## config.mk

```make
export PLATFORM = sky130hd
export DESIGN_NAME = fixed_size_pool_allocator_core
export DESIGN_NICKNAME = d
export VERILOG_FILES = /design/src/sv/fspa_pkg.sv /design/src/sv/fspa_ram.sv /design/src/sv/fspa_geom.sv /design/src/sv/fixed_size_pool_allocator_core.sv
export SDC_FILE = /design/constraint.sdc
export NUM_CORES = 2
export LEC_CHECK = 0
export ABC_AREA = 1
export BUFFER_PORTS_ARGS = -buffer_cell sky130_fd_sc_hd__buf_2
export CELL_PAD_IN_SITES_DETAIL_PLACEMENT = 1
export CELL_PAD_IN_SITES_GLOBAL_PLACEMENT = 1
export CORE_ASPECT_RATIO = 0.8
export CORE_MARGIN = 3
export CORE_UTILIZATION = 46
export CTS_CLUSTER_DIAMETER = 50
export DETAILED_ROUTE_END_ITERATION = 8
export HOLD_SLACK_MARGIN = 0.03
export PLACE_DENSITY = 0.88
export SLEW_MARGIN = 5
export SYNTH_ARGS = -nofsm -noshare
export SYNTH_HDL_FRONTEND = slang
export SYNTH_SLANG_ARGS = --single-unit
```

## constraint.sdc

```tcl
create_clock -name clk -period 8.1 [get_ports clk]
set_clock_uncertainty 0.1 [all_clocks]
set_input_delay 1.215 -clock clk [delete_from_list [all_inputs] [get_ports clk]]
set_output_delay 1.215 -clock clk [all_outputs]
set_load 0.005 [all_outputs]
```

## src/sv/fspa_pkg.sv

```systemverilog
// shared constants, codes and types of the fixed-size pool allocator
`default_nettype none

package fspa_pkg;

  localparam int NUM_CHUNKS  = 64;
  localparam int CHUNK_SHIFT = 12;
  localparam int CHUNK_W     = $clog2(NUM_CHUNKS);
  localparam int DEPTH_W     = $clog2(NUM_CHUNKS + 1);
  localparam int OFF_W       = CHUNK_SHIFT;
  localparam int ADDR_W      = 18;
  localparam int CFG_W       = 13;
  localparam int COUNT_W     = 19;
  localparam int CFG_IDX_W   = 1;
  // reciprocal of the element size, scaled so that offset * recip >> RECIP_SHIFT is exact
  localparam int RECIP_SHIFT = OFF_W + CFG_W;
  localparam int RECIP_W     = RECIP_SHIFT + 1;
  localparam int STEP_W      = $clog2(RECIP_W);

  localparam logic FUNC_ALLOC = 1'b0;
  localparam logic FUNC_FREE  = 1'b1;

  localparam logic [CFG_IDX_W-1:0] REG_ELEM_BYTES      = 1'd0;
  localparam logic [CFG_IDX_W-1:0] REG_ELEMS_PER_CHUNK = 1'd1;

  typedef enum logic [1:0] {
    ST_OK          = 2'd0,
    ST_EXHAUSTED   = 2'd1,
    ST_BAD_FREE    = 2'd2,
    ST_DOUBLE_FREE = 2'd3
  } status_t;

  typedef struct packed {
    logic               busy;
    logic [CFG_W-1:0]   eb;
    logic [CFG_W-1:0]   epc;
    logic [RECIP_W-1:0] recip;
  } geom_t;

endpackage

`default_nettype wire

```

## src/sv/fspa_ram.sv

```systemverilog
// generic single write port ram with registered read, read-first
`default_nettype none

module fspa_ram #(
  parameter int WIDTH = 8,
  parameter int DEPTH = 64
) (
  input  wire logic                     clk,
  input  wire logic                     we,
  input  wire logic [$clog2(DEPTH)-1:0] waddr,
  input  wire logic [WIDTH-1:0]         wdata,
  input  wire logic [$clog2(DEPTH)-1:0] raddr,
  output logic      [WIDTH-1:0]         rdata
);

  logic [WIDTH-1:0] mem [DEPTH];

  always_ff @(posedge clk) begin
    if (we) begin
      mem[waddr] <= wdata;
    end
    rdata <= mem[raddr];
  end

endmodule

`default_nettype wire

```

## src/sv/fspa_geom.sv

```systemverilog
// configuration registers and element geometry, with a bit-serial reciprocal divider
`default_nettype none

module fspa_geom (
  input  wire logic                          clk,
  input  wire logic                          rst,
  input  wire logic                          cfg_we,
  input  wire logic [fspa_pkg::CFG_IDX_W-1:0] cfg_index,
  input  wire logic [fspa_pkg::CFG_W-1:0]     cfg_data,
  output fspa_pkg::geom_t                     geo
);

  import fspa_pkg::*;

  logic [CFG_W-1:0]   elem_bytes;
  logic [CFG_W-1:0]   elems_per_chunk;
  logic               busy;
  logic [STEP_W-1:0]  step;
  logic [CFG_W-1:0]   rem;
  logic [RECIP_W-1:0] quo;
  logic [CFG_W-1:0]   epc;
  logic [RECIP_W-1:0] recip;

  logic [CFG_W-1:0]   eb_eff;
  logic [CFG_W-1:0]   n_eff;
  logic               dbit;
  logic [CFG_W:0]     trial;
  logic [CFG_W:0]     trial_sub;
  logic               ge;
  logic [CFG_W-1:0]   rem_next;
  logic [RECIP_W-1:0] quo_next;
  logic [CFG_W-1:0]   fit;

  assign eb_eff = (elem_bytes == '0) ? CFG_W'(1) : elem_bytes;
  assign n_eff  = (elems_per_chunk == '0) ? CFG_W'(1) : elems_per_chunk;

  // dividend is 2^RECIP_SHIFT: only its top bit is set
  assign dbit      = (step == STEP_W'(RECIP_SHIFT));
  assign trial     = {rem, dbit};
  assign trial_sub = trial - {1'b0, eb_eff};
  assign ge        = (trial >= {1'b0, eb_eff});
  assign rem_next  = ge ? trial_sub[CFG_W-1:0] : trial[CFG_W-1:0];
  assign quo_next  = {quo[RECIP_W-2:0], ge};
  assign fit       = quo_next[RECIP_W-1 -: CFG_W];

  always_ff @(posedge clk) begin
    if (rst) begin
      elem_bytes      <= CFG_W'(4);
      elems_per_chunk <= CFG_W'(100);
      busy            <= 1'b1;
      step            <= STEP_W'(RECIP_SHIFT);
      rem             <= '0;
      quo             <= '0;
    end else if (cfg_we) begin
      case (cfg_index)
        REG_ELEM_BYTES:      elem_bytes      <= cfg_data;
        REG_ELEMS_PER_CHUNK: elems_per_chunk <= cfg_data;
        default: ;
      endcase
      busy <= 1'b1;
      step <= STEP_W'(RECIP_SHIFT);
      rem  <= '0;
      quo  <= '0;
    end else if (busy) begin
      rem  <= rem_next;
      quo  <= quo_next;
      step <= step - STEP_W'(1);
      if (step == '0) begin
        busy <= 1'b0;
      end
    end
  end

  // round the quotient up so the reciprocal multiply gives exact floors
  always_ff @(posedge clk) begin
    if (busy && step == '0) begin
      recip <= quo_next + RECIP_W'(rem_next != '0);
      epc   <= (n_eff > fit) ? fit : n_eff;
    end
  end

  assign geo.busy  = busy;
  assign geo.eb    = eb_eff;
  assign geo.epc   = epc;
  assign geo.recip = recip;

endmodule

`default_nettype wire

```

## src/sv/fixed_size_pool_allocator_core.sv

```systemverilog
// fixed-size pool allocator: input register, single-pass update, result register
// the input register holds a request until it fires; its result is then registered
// throughput: one request per cycle while the output is not stalled and the geometry is idle;
// refs and free stack are rams with forwarding
// reset: empty pool, no current chunk; ready stays low after reset and after every configuration
// write, while the element reciprocal is computed
`default_nettype none

module fixed_size_pool_allocator_core (
  input  wire logic                          clk,
  input  wire logic                          rst,
  input  wire logic                          cfg_we,
  input  wire logic [fspa_pkg::CFG_IDX_W-1:0] cfg_index,
  input  wire logic [fspa_pkg::CFG_W-1:0]     cfg_data,
  input  wire logic                          in_valid,
  output logic                               in_ready,
  input  wire logic                          func,
  input  wire logic [fspa_pkg::ADDR_W-1:0]    address,
  output logic                               out_valid,
  input  wire logic                          out_ready,
  output logic [fspa_pkg::ADDR_W-1:0]         alloc_address,
  output logic [1:0]                         status,
  output logic [fspa_pkg::COUNT_W-1:0]        in_use,
  output logic [fspa_pkg::COUNT_W-1:0]        capacity
);

  import fspa_pkg::*;

  geom_t geo;

  fspa_geom u_geom (
    .clk       (clk),
    .rst       (rst),
    .cfg_we    (cfg_we),
    .cfg_index (cfg_index),
    .cfg_data  (cfg_data),
    .geo       (geo)
  );

  // input register
  logic              ireg_valid;
  logic              ireg_func;
  logic [ADDR_W-1:0] ireg_addr;
  logic [OFF_W-1:0]  ireg_q;

  // allocator state
  logic [CHUNK_W-1:0] cur_chunk, cur_chunk_next;
  logic [CFG_W-1:0]   cur_off, cur_off_next;
  logic [CFG_W-1:0]   cur_refs, cur_refs_next;
  logic               no_current, no_current_next;
  logic [DEPTH_W-1:0] stack_depth, stack_depth_next;
  logic [CHUNK_W-1:0] stack_top, stack_top_next;
  logic [DEPTH_W-1:0] next_fresh, next_fresh_next;
  logic [COUNT_W-1:0] in_use_count, in_use_count_next;
  logic [NUM_CHUNKS-1:0] refs_valid;

  logic in_xfer;
  logic fire;

  assign fire     = ireg_valid && (!out_valid || out_ready);
  assign in_ready = !geo.busy && !cfg_we && (!ireg_valid || fire);
  assign in_xfer  = in_valid && in_ready;

  // element index of the freed offset through the reciprocal
  logic [OFF_W+RECIP_W-1:0] q_prod;
  assign q_prod = {{RECIP_W{1'b0}}, address[OFF_W-1:0]} * {{OFF_W{1'b0}}, geo.recip};

  always_ff @(posedge clk) begin
    if (rst) begin
      ireg_valid <= 1'b0;
    end else if (in_xfer) begin
      ireg_valid <= 1'b1;
    end else if (fire) begin
      ireg_valid <= 1'b0;
    end
  end

  always_ff @(posedge clk) begin
    if (in_xfer) begin
      ireg_func <= func;
      ireg_addr <= address;
      ireg_q    <= q_prod[RECIP_SHIFT +: OFF_W];
    end
  end

  // reference count ram, read as the request enters the input register, with write forwarding
  logic               refs_we;
  logic [CHUNK_W-1:0] refs_waddr;
  logic [CFG_W-1:0]   refs_wdata;
  logic [CHUNK_W-1:0] refs_raddr;
  logic [CFG_W-1:0]   refs_rdata;
  logic               refs_hit;
  logic [CFG_W-1:0]   refs_fwd;

  assign refs_raddr = in_xfer ? address[ADDR_W-1:CHUNK_SHIFT] : ireg_addr[ADDR_W-1:CHUNK_SHIFT];

  fspa_ram #(.WIDTH(CFG_W), .DEPTH(NUM_CHUNKS)) u_refs_ram (
    .clk   (clk),
    .we    (refs_we),
    .waddr (refs_waddr),
    .wdata (refs_wdata),
    .raddr (refs_raddr),
    .rdata (refs_rdata)
  );

  // free stack: top entry in a register, the rest in ram
  logic               st_we;
  logic [CHUNK_W-1:0] st_waddr;
  logic [CHUNK_W-1:0] st_wdata;
  logic [DEPTH_W-1:0] st_raddr_full;
  logic [CHUNK_W-1:0] st_rdata;
  logic               st_hit;
  logic [CHUNK_W-1:0] st_fwd;
  logic [CHUNK_W-1:0] stack_below;

  // keep the entry under the top ready for a pop in the next cycle
  assign st_raddr_full = stack_depth_next - DEPTH_W'(2);
  assign stack_below   = st_hit ? st_fwd : st_rdata;

  fspa_ram #(.WIDTH(CHUNK_W), .DEPTH(NUM_CHUNKS)) u_stack_ram (
    .clk   (clk),
    .we    (st_we),
    .waddr (st_waddr),
    .wdata (st_wdata),
    .raddr (st_raddr_full[CHUNK_W-1:0]),
    .rdata (st_rdata)
  );

  always_ff @(posedge clk) begin
    refs_hit <= refs_we && (refs_waddr == refs_raddr);
    refs_fwd <= refs_wdata;
    st_hit   <= st_we && (st_waddr == st_raddr_full[CHUNK_W-1:0]);
    st_fwd   <= st_wdata;
  end

  // free decode
  logic [CHUNK_W-1:0]     f_chunk;
  logic [OFF_W-1:0]       f_off;
  logic [OFF_W+CFG_W-1:0] f_qeb;
  logic                   f_bad;
  logic [CFG_W-1:0]       f_refs;
  logic [CFG_W-1:0]       f_refs_dec;
  logic                   f_is_cur;

  assign f_chunk    = ireg_addr[ADDR_W-1:CHUNK_SHIFT];
  assign f_off      = ireg_addr[OFF_W-1:0];
  assign f_qeb      = {{CFG_W{1'b0}}, ireg_q} * {{OFF_W{1'b0}}, geo.eb};
  assign f_bad      = ({1'b0, f_chunk} >= next_fresh)
                   || (f_qeb != {{CFG_W{1'b0}}, f_off})
                   || ({1'b0, ireg_q} >= geo.epc);
  assign f_refs     = refs_valid[f_chunk] ? (refs_hit ? refs_fwd : refs_rdata) : '0;
  assign f_refs_dec = f_refs - CFG_W'(1);
  assign f_is_cur   = !no_current && (f_chunk == cur_chunk);

  // allocation decode
  logic [2*CFG_W-1:0] a_offmul;
  logic               a_need_new;
  logic               a_reuse;
  logic               a_open;
  logic               a_exhausted;
  logic [CHUNK_W-1:0] a_chunk;
  logic [ADDR_W-1:0]  a_offbytes;
  logic [ADDR_W-1:0]  a_addr;

  assign a_offmul    = {{CFG_W{1'b0}}, cur_off} * {{CFG_W{1'b0}}, geo.eb};
  assign a_need_new  = no_current || (cur_off >= geo.epc);
  // current chunk full but unreferenced: reuse it from offset zero
  assign a_reuse     = !no_current && (cur_refs == '0);
  assign a_open      = a_need_new && !a_reuse;
  assign a_exhausted = (geo.epc == '0)
                    || (a_open && stack_depth == '0 && next_fresh == DEPTH_W'(NUM_CHUNKS));
  assign a_chunk     = !a_open ? cur_chunk :
                       (stack_depth != '0) ? stack_top : next_fresh[CHUNK_W-1:0];
  assign a_offbytes  = a_need_new ? '0 : a_offmul[ADDR_W-1:0];
  assign a_addr      = {a_chunk, {CHUNK_SHIFT{1'b0}}} + a_offbytes;

  // result
  logic [ADDR_W-1:0]       res_addr;
  status_t                 res_status;
  logic [CHUNK_W+CFG_W:0]  cap_prod;

  always_comb begin
    cur_chunk_next    = cur_chunk;
    cur_off_next      = cur_off;
    cur_refs_next     = cur_refs;
    no_current_next   = no_current;
    stack_depth_next  = stack_depth;
    stack_top_next    = stack_top;
    next_fresh_next   = next_fresh;
    in_use_count_next = in_use_count;
    refs_we           = 1'b0;
    refs_waddr        = f_chunk;
    refs_wdata        = f_refs_dec;
    st_we             = 1'b0;
    st_waddr          = stack_depth[CHUNK_W-1:0] - CHUNK_W'(1);
    st_wdata          = stack_top;
    res_addr          = '0;
    res_status        = ST_OK;
    if (fire) begin
      case (ireg_func)
        FUNC_ALLOC: begin
          if (a_exhausted) begin
            res_status = ST_EXHAUSTED;
          end else begin
            res_addr          = a_addr;
            cur_chunk_next    = a_chunk;
            cur_off_next      = (a_need_new ? '0 : cur_off) + CFG_W'(1);
            cur_refs_next     = a_open ? CFG_W'(1) : cur_refs + CFG_W'(1);
            no_current_next   = 1'b0;
            in_use_count_next = in_use_count + COUNT_W'(1);
            refs_we           = 1'b1;
            refs_waddr        = a_chunk;
            refs_wdata        = cur_refs_next;
            if (a_open && stack_depth != '0) begin
              stack_depth_next = stack_depth - DEPTH_W'(1);
              stack_top_next   = stack_below;
            end else if (a_open) begin
              next_fresh_next = next_fresh + DEPTH_W'(1);
            end
          end
        end
        FUNC_FREE: begin
          if (f_bad) begin
            res_status = ST_BAD_FREE;
          end else if (f_refs == '0) begin
            res_status = ST_DOUBLE_FREE;
          end else begin
            refs_we = 1'b1;
            if (in_use_count != '0) begin
              in_use_count_next = in_use_count - COUNT_W'(1);
            end
            if (f_is_cur) begin
              cur_refs_next = f_refs_dec;
            end
            if (f_refs_dec == '0) begin
              if (f_is_cur) begin
                cur_off_next = '0;
              end else if (stack_depth != DEPTH_W'(NUM_CHUNKS)) begin
                // old top moves into ram below the new top
                st_we            = (stack_depth != '0);
                stack_top_next   = f_chunk;
                stack_depth_next = stack_depth + DEPTH_W'(1);
              end
            end
          end
        end
        default: ;
      endcase
    end
  end

  assign cap_prod = {{CFG_W{1'b0}}, next_fresh_next}
                  * {{DEPTH_W{1'b0}}, geo.epc};

  always_ff @(posedge clk) begin
    if (rst) begin
      cur_chunk    <= '0;
      cur_off      <= '0;
      cur_refs     <= '0;
      no_current   <= 1'b1;
      stack_depth  <= '0;
      next_fresh   <= '0;
      in_use_count <= '0;
      refs_valid   <= '0;
      out_valid    <= 1'b0;
    end else begin
      cur_chunk    <= cur_chunk_next;
      cur_off      <= cur_off_next;
      cur_refs     <= cur_refs_next;
      no_current   <= no_current_next;
      stack_depth  <= stack_depth_next;
      next_fresh   <= next_fresh_next;
      in_use_count <= in_use_count_next;
      if (refs_we) begin
        refs_valid[refs_waddr] <= 1'b1;
      end
      if (fire) begin
        out_valid <= 1'b1;
      end else if (out_ready) begin
        out_valid <= 1'b0;
      end
    end
  end

  always_ff @(posedge clk) begin
    stack_top <= stack_top_next;
    if (fire) begin
      alloc_address <= res_addr;
      status        <= res_status;
      in_use        <= in_use_count_next;
      capacity      <= cap_prod[COUNT_W-1:0];
    end
  end

  // every chunk on the free stack was opened once
  assert property (@(posedge clk) disable iff (rst)
    (stack_depth <= next_fresh) && (next_fresh <= DEPTH_W'(NUM_CHUNKS)))
    else $error("free stack deeper than opened chunk count");

  // once a chunk is open there is always a current chunk
  assert property (@(posedge clk) disable iff (rst)
    !no_current |=> !no_current)
    else $error("current chunk lost");

  // no request taken while the geometry is being recomputed
  assert property (@(posedge clk) disable iff (rst)
    (geo.busy || cfg_we) |-> !in_ready)
    else $error("request accepted during geometry update");

endmodule

`default_nettype wire
```

Yosys cells after proc, flatten, opt, wreduce, memory -nomap -nowiden
Memory sizes are Yosys's and may differ from the RTL's. A register that Yosys moved wholly into a read port is not among the register bits.
Index checks and enable logic that the tools add are counted.
Widths: inputs -> output; s select.
- eq/ne operators: 15
- add/subtract/negate cells: 14
- order comparisons: 8
- multipliers: 4
- bitwise gates (word level): 4
- multiplexer cells: 88
- reductions and logical operators: 47
- operators with widths (cell ; count):
    $mux 13 ; 20
    $mux 19 ; 5
    $mux 7 ; 13
    $mux 6 ; 14
    $logic_not 13->1 ; 6
    $or 64x64->64 ; 1
    $pmux 13 s2 ; 2
    $pmux 19 s2 ; 1
    $mul 12x26->37 ; 1
    $add 13x1->13 const B ; 2
    $add 26x1->26 ; 1
    $mul 12x13->25 ; 1
    $ne 25x12->1 ; 1
    $mux 1 ; 24
    $add 19x1->19 const B ; 1
    $mul 7x13->19 ; 1
    $reduce_bool 19->1 ; 1
    $sub 19x1->19 const B ; 1
    $add 18x18->18 ; 1
    $eq 6x6->1 ; 3
    $mul 13x13->18 ; 1
    $mux 18 ; 1
    $add 7x1->7 const B ; 2
    $ge 14x13->1 ; 1
    39 further kinds ; 75
- memory bits (writable): 1216
- bits in registers: 357
- memories kept: 2
- memory list (name ; depth ; bits a word ; rd ports ; clocked after memory_dff ; write ports ; line ; text):
    u_refs_ram.mem ; 64 ; 13 ; 1 ; 1 ; 1 ; fspa_ram.sv:16 ; logic [WIDTH-1:0] mem [DEPTH];
    u_stack_ram.mem ; 64 ; 6 ; 1 ; 1 ; 1 ; fspa_ram.sv:16 ;

Longest topological paths before layout
- word-level depth: 15
- depth in mapped cells: 51
- gate-level depth less buffers: 47

Modules after synthesis
A second synthesis with hierarchy kept.
- cells, all modules: 9715
- area, all modules: 91136.2 um^2
- modules (own cells, without submodules) (module ; sequential area each (um^2) ; instances ; area each (um^2) ; cells an instance):
    fixed_size_pool_allocator_core ; 5915.7 ; 1 ; 35325.1 ; 4701
    fspa_ram (u_refs_ram) ; 25244.2 ; 1 ; 34023.9 ; 2875
    fspa_ram (u_stack_ram) ; 11651.2 ; 1 ; 15930.3 ; 1376
    fspa_geom ; 2572.5 ; 1 ; 5856.9 ; 763

Worst setup path before layout
OpenSTA, ideal clock, no wires.
- kind: register to register
- start: register u_geom.epc[10]
- end: register capacity[18] in the netlist's numbering, data pin
- path slack: 0.241 ns
- cell stages (with the launch flop): 41
- path buffers: 1
- data required time: 7.740 ns
- library setup time: 0.260 ns
- data arrival time: 7.500 ns
- cell sequence: edfxtp_1 > clkbuf_1 > inv_1 > ha_1 > a21oi_1 > o21ai_0 > a21oi_1 > nand4_2 > nand2_2 > nor3_1 > nand4_1 > nand2_2 > nor2_2 > inv_1 > nor2_2 > inv_1 > nor2_2 > nand2_1 > (+5 left out) > inv_1 > fa_1 > fa_1 > ha_1 > nand2_1 > o21ai_0 > a21oi_1 > o21bai_1 > a21oi_1 > o21bai_1 > a21oi_1 > o21bai_1 > a21oi_1 > o21bai_1 > nand2_1 > nand2_1 > a21oi_1 > xnor2_1
- word-level cells in the longest chain between the ends: 10
- elaborated cells on any way between the ends: 14
- classes of those cells: mul (1); order compare (1); mux (5); reduce/logical (7)
- RTL lines (what ; line ; text):
    start: declaration ; fspa_geom.sv:21 ; logic [CFG_W-1:0] epc;
    start signal: assignment ; fspa_geom.sv:78 ; epc <= (n_eff > fit) ? fit : n_eff;
    $ge 13x13->1 ; fixed_size_pool_allocator_core.sv:166 ; assign a_need_new = no_current || (cur_off >= geo.epc);
    $logic_or 1x1->1 ; fixed_size_pool_allocator_core.sv:166 ;
    $logic_and 1x1->1 ; fixed_size_pool_allocator_core.sv:169 ; assign a_open = a_need_new && !a_reuse;
    $logic_and 1x1->1 (2 in a row) ; fixed_size_pool_allocator_core.sv:171 ; || (a_open && stack_depth == '0 && next_fresh == DEPTH_W'(NUM_CHUNKS));
    $logic_or 1x1->1 ; fixed_size_pool_allocator_core.sv:171 ;
    $mux 7 ; fixed_size_pool_allocator_core.sv:202 ; if (a_exhausted) begin
    $mux 7 ; fixed_size_pool_allocator_core.sv:200 ; case (ireg_func)
    $mux 7 ; fixed_size_pool_allocator_core.sv:199 ; if (fire) begin
    $mul 7x13->19 * ; fixed_size_pool_allocator_core.sv:253 ; * {{DEPTH_W{1'b0}}, geo.epc};
    net cap_prod[18] ; fixed_size_pool_allocator_core.sv:180 ; logic [CHUNK_W+CFG_W:0] cap_prod;
    end signal: assignment ; fixed_size_pool_allocator_core.sv:291 ; capacity <= cap_prod[COUNT_W-1:0];
    end: declaration ; fixed_size_pool_allocator_core.sv:24 ; output logic [fspa_pkg::COUNT_W-1:0] capacity
Mark *: on every way through the listed nets, which the timed path passes. The rest lies on a longest branch.
A chain may end at the register's enable or synchronous reset.

Worst setup path after layout
- start: register ireg_q[11]
- end: register u_stack_ram.rdata[2], read port of u_stack_ram.mem
- word-level cells in the longest chain between the ends: 8
- elaborated cells on any way between the ends: 9
- classes of those cells: add/sub (1); mul (1); order compare (1); eq/ne (1); mux (3); reduce/logical (2)
- RTL lines (what ; line ; text):
    start: declaration ; fixed_size_pool_allocator_core.sv:44 ; logic [OFF_W-1:0] ireg_q;
    start signal: assignment ; fixed_size_pool_allocator_core.sv:82 ; ireg_q <= q_prod[RECIP_SHIFT +: OFF_W];
    $mul 12x13->25 ; fixed_size_pool_allocator_core.sv:147 ; assign f_qeb = {{CFG_W{1'b0}}, ireg_q} * {{OFF_W{1'b0}}, geo.eb};
    $ne 25x12->1 ; fixed_size_pool_allocator_core.sv:149 ; || (f_qeb != {{CFG_W{1'b0}}, f_off})
    $logic_or 1x1->1 ; fixed_size_pool_allocator_core.sv:149 ;
    $logic_or 1x1->1 * ; fixed_size_pool_allocator_core.sv:150 ; || ({1'b0, ireg_q} >= geo.epc);
    $mux 7 * ; fixed_size_pool_allocator_core.sv:223 ; if (f_bad) begin
    $pmux 7 s2 * ; fixed_size_pool_allocator_core.sv:200 ;
    $mux 7 * ; fixed_size_pool_allocator_core.sv:199 ;
    $sub 6x2->6 * ; fixed_size_pool_allocator_core.sv:117 ; assign st_raddr_full = stack_depth_next - DEPTH_W'(2);
    end: declaration ; fspa_ram.sv:13 ; output logic [WIDTH-1:0] rdata
Mark *: on every way between the ends. The rest lies on a longest branch, timed or not.

==> results.json <==
{
  "run_status": "finished clean",
  "place_inst": 11680,
  "yosys_warnings": 0,
  "synth_edf_count": 1350,
  "synth_ff_type": "edfxtp_1",
  "hold_path_class": "register to register",
  "gp_congestion": 0.9458,
  "clock.fmax_mhz": 125.9,
  "whs_path_depth": 2,
  "first_pass_iters": 8,
  "io_buffers": 97,
  "grt_antenna_before_repair": 22,
  "drv_slew": 0,
  "avgViaCountPerCell": 6.005,
  "synthesis.nets": 10120,
  "drc": 0,
  "start_util": 0.4653,
  "fp.coreArea_mm2": 0.1937,
  "synthTopCellsByArea": "edfxtp_1 45%, fa_1 11%, nand2_1 6.9%",
  "die_h_um": 401.9,
  "clk_pin_slew_worst_paths_ps": 70,
  "synth_common_cells": "1655 x nand2_1, 1365 x inv_1, 1350 x edfxtp_1, 996 x nor2_1, 705 x nand3_1",
  "area_growth_pct": 11.60,
  "die_area_mm2": 0.2013,
  "reg2reg_depth": 32,
  "cpMaxStageDelayCell": "edfxtp_1",
  "yosys.area.top_type": "edfxtp_1",
  "slowest_delay_ps": 870,
  "wl_um": 312000,
  "cp-end-kind": "register",
  "period_share": 0.9808,
  "synthArstFlopShare": 0,
  "postRouteAntennaNets": 0,
  "ir_drop_mv": 0.3075,
  "synth.top_cell.area_share": 0.4499,
  "first_iter_violations": 8606,
  "required_ps": 8770,
  "fin_tns_setup_ps": 0,
  "critPathMaxFanout": 66,
  "hold_violations": 0,
  "htreeDepth": 4,
  "rsz0062_at_grt": "yes",
  "fin_crit_ps": 7945,
  "critPathKind": "register to register",
  "cts_made_buffers": 170,
  "syn_area_per_cell_um2": 9.695,
  "cts_buffer_depth": 3,
  "dp_hpwl_um": 206300,
  "cts-root-buf": "clkbuf_16",
  "clkLatencyLatePin_ps": 870,
  "synth_cells": 9295,
  "max-cap-violations": 0,
  "cts.sinks": 1592,
  "start_kind": "register",
  "synth.distinct_cells": 65,
  "grt.overflow.total": 0,
  "ys_seq_elements": 1592,
  "fin_cells": 12050,
  "cts_tree": "yes",
  "cp.arrival_ps": 8620,
  "p_leak_nw": 41.50,
  "netlist_area_mm2": 0.09012,
  "post_drt_wl_per_cell_um": 25.89,
  "setup_viol": 0,
  "grt_pass1_vias": 76770,
  "nets": 10170,
  "grt_first_pass_wirelength_um": 468100,
  "grt_max_degree": 225,
  "post-route-util": 0.5192,
  "worst_pin_slew_ps": 1402,
  "slew_headroom": 0.05570,
  "num_vias": 72360,
  "grt_usage": 0.3024,
  "die_w_um": 500.9,
  "post_route_cells_drive_above_1_share": 0.08328,
  "powerDensity_mw_per_mm2": 215.8,
  "synth.most_common_cell": "nand2_1",
  "io-pin-count": 98,
  "num_rows": 144,
  "synth-seq-area-share": 0.5036
}
final timing paths:
kind / startpoint / end / slack [ps]
setup / recovery: ireg_q[11] / u_stack_ram.rdata[2] / 160
hold / removal: refs_valid[32] / refs_valid[32] / 380
setup reg to reg: ireg_q[11] / u_stack_ram.rdata[2] / 160
hold reg to reg: refs_valid[32] / refs_valid[32] / 380
critical path: cells and delay by family (launching register included):
kind / cells / cell delay, ps
flip-flops: 1 / 870
buffers and inverters: 3 / 710
XOR/XNOR: 1 / 260
AND/OR/NAND/NOR: 22 / 3030
adder cells (fa/ha/maj): 6 / 2830
layout make-up:
type / instances / area, um2
Fill cell: 21250 / 93120
Sequential cell: 1592 / 45380
Multi-Input combinational cell: 5821 / 37990
Inverter: 1390 / 5251
Clock buffer: 219 / 4657
Tap cell: 2555 / 3197
Timing Repair Buffer: 364 / 2841
Clock inverter: 100 / 1221
Antenna cell: 9 / 22.52
state kept, by name, indices dropped and copies added (netlist names), 19 cells and up:
register / count
capacity: 19
in_use: 19
in_use_count: 19
refs_valid: 64
u_geom.quo: 25
u_geom.recip: 26
u_refs_ram.mem: 832
u_stack_ram.mem: 384
report_power, final:
part           switching, W  internal (W)
Combinational       0.00302       0.00160
Sequential        0.0000200       0.00889
Clock               0.00360       0.00457
cells in the final DEF, fill, tap and decap left out, types with 52 or more instances in the layout:
| cell type | instances |
|---|---|
| a21oi_1 | 200 |
| buf_2 | 96 |
| buf_4 | 238 |
| clkbuf_16 | 179 |
| dfxtp_1 | 242 |
| edfxtp_1 | 1350 |
| fa_1 | 498 |
| ha_1 | 286 |
| inv_1 | 1358 |
| nand2_1 | 1646 |
| nand3_1 | 702 |
| nand4_1 | 65 |
| nor2_1 | 962 |
| nor3_1 | 52 |
| o211ai_1 | 124 |
| o21ai_0 | 632 |
| o221ai_1 | 107 |
| o22ai_1 | 113 |
| xor2_1 | 95 |
what timing repair did:
| action | 4_1_cts | 5_1_grt |
|---|---|---|
| setup buffers | 0 | 39 |
| gates resized for setup | 4 | 98 |
| pin swaps | 0 | 11 |
| cloned | 0 | 2 |
| setup endpoints to repair | 2 | 1279 |
| hold buffers | 0 | 0 |
metrics by stage:
step	setup slack, ps	hold slack, ps	cell area [um2]	total power [W]
after floorplan	240.6	332.2	90120	0.01207
after global placement	203.4	344.3	93860	0.01319
after detailed placement	-337.8	362.3	93860	0.01344
after CTS	12.38	384.7	99750	0.02155
after global routing	-272.6	403.3	100600	0.02256
final	155.2	384.9	100600	0.02170
layer usage:
layer	vias to the layer above	global-route usage	share of wire	wire, um
met5	-	0	0.00027	84
met4	12	0.1321	0.046	14490
met3	888	0.06516	0.10	31370
met2	4131	0.4747	0.46	143400
met1	36450	0.4053	0.39	122700
li1	30880	-	-	-
cells by family after synthesis:
family	share of synthesized area
XOR/XNOR	0.01337
adder cells (fa/ha/maj)	0.1510
AND/OR/NAND/NOR	0.1644
multiplexers	0.0004859
AO/OA/AOI/OAI	0.08621
buffers and inverters	0.08092
flip-flops	0.5036
No activity file was read; power rests on OpenSTA's default activity.
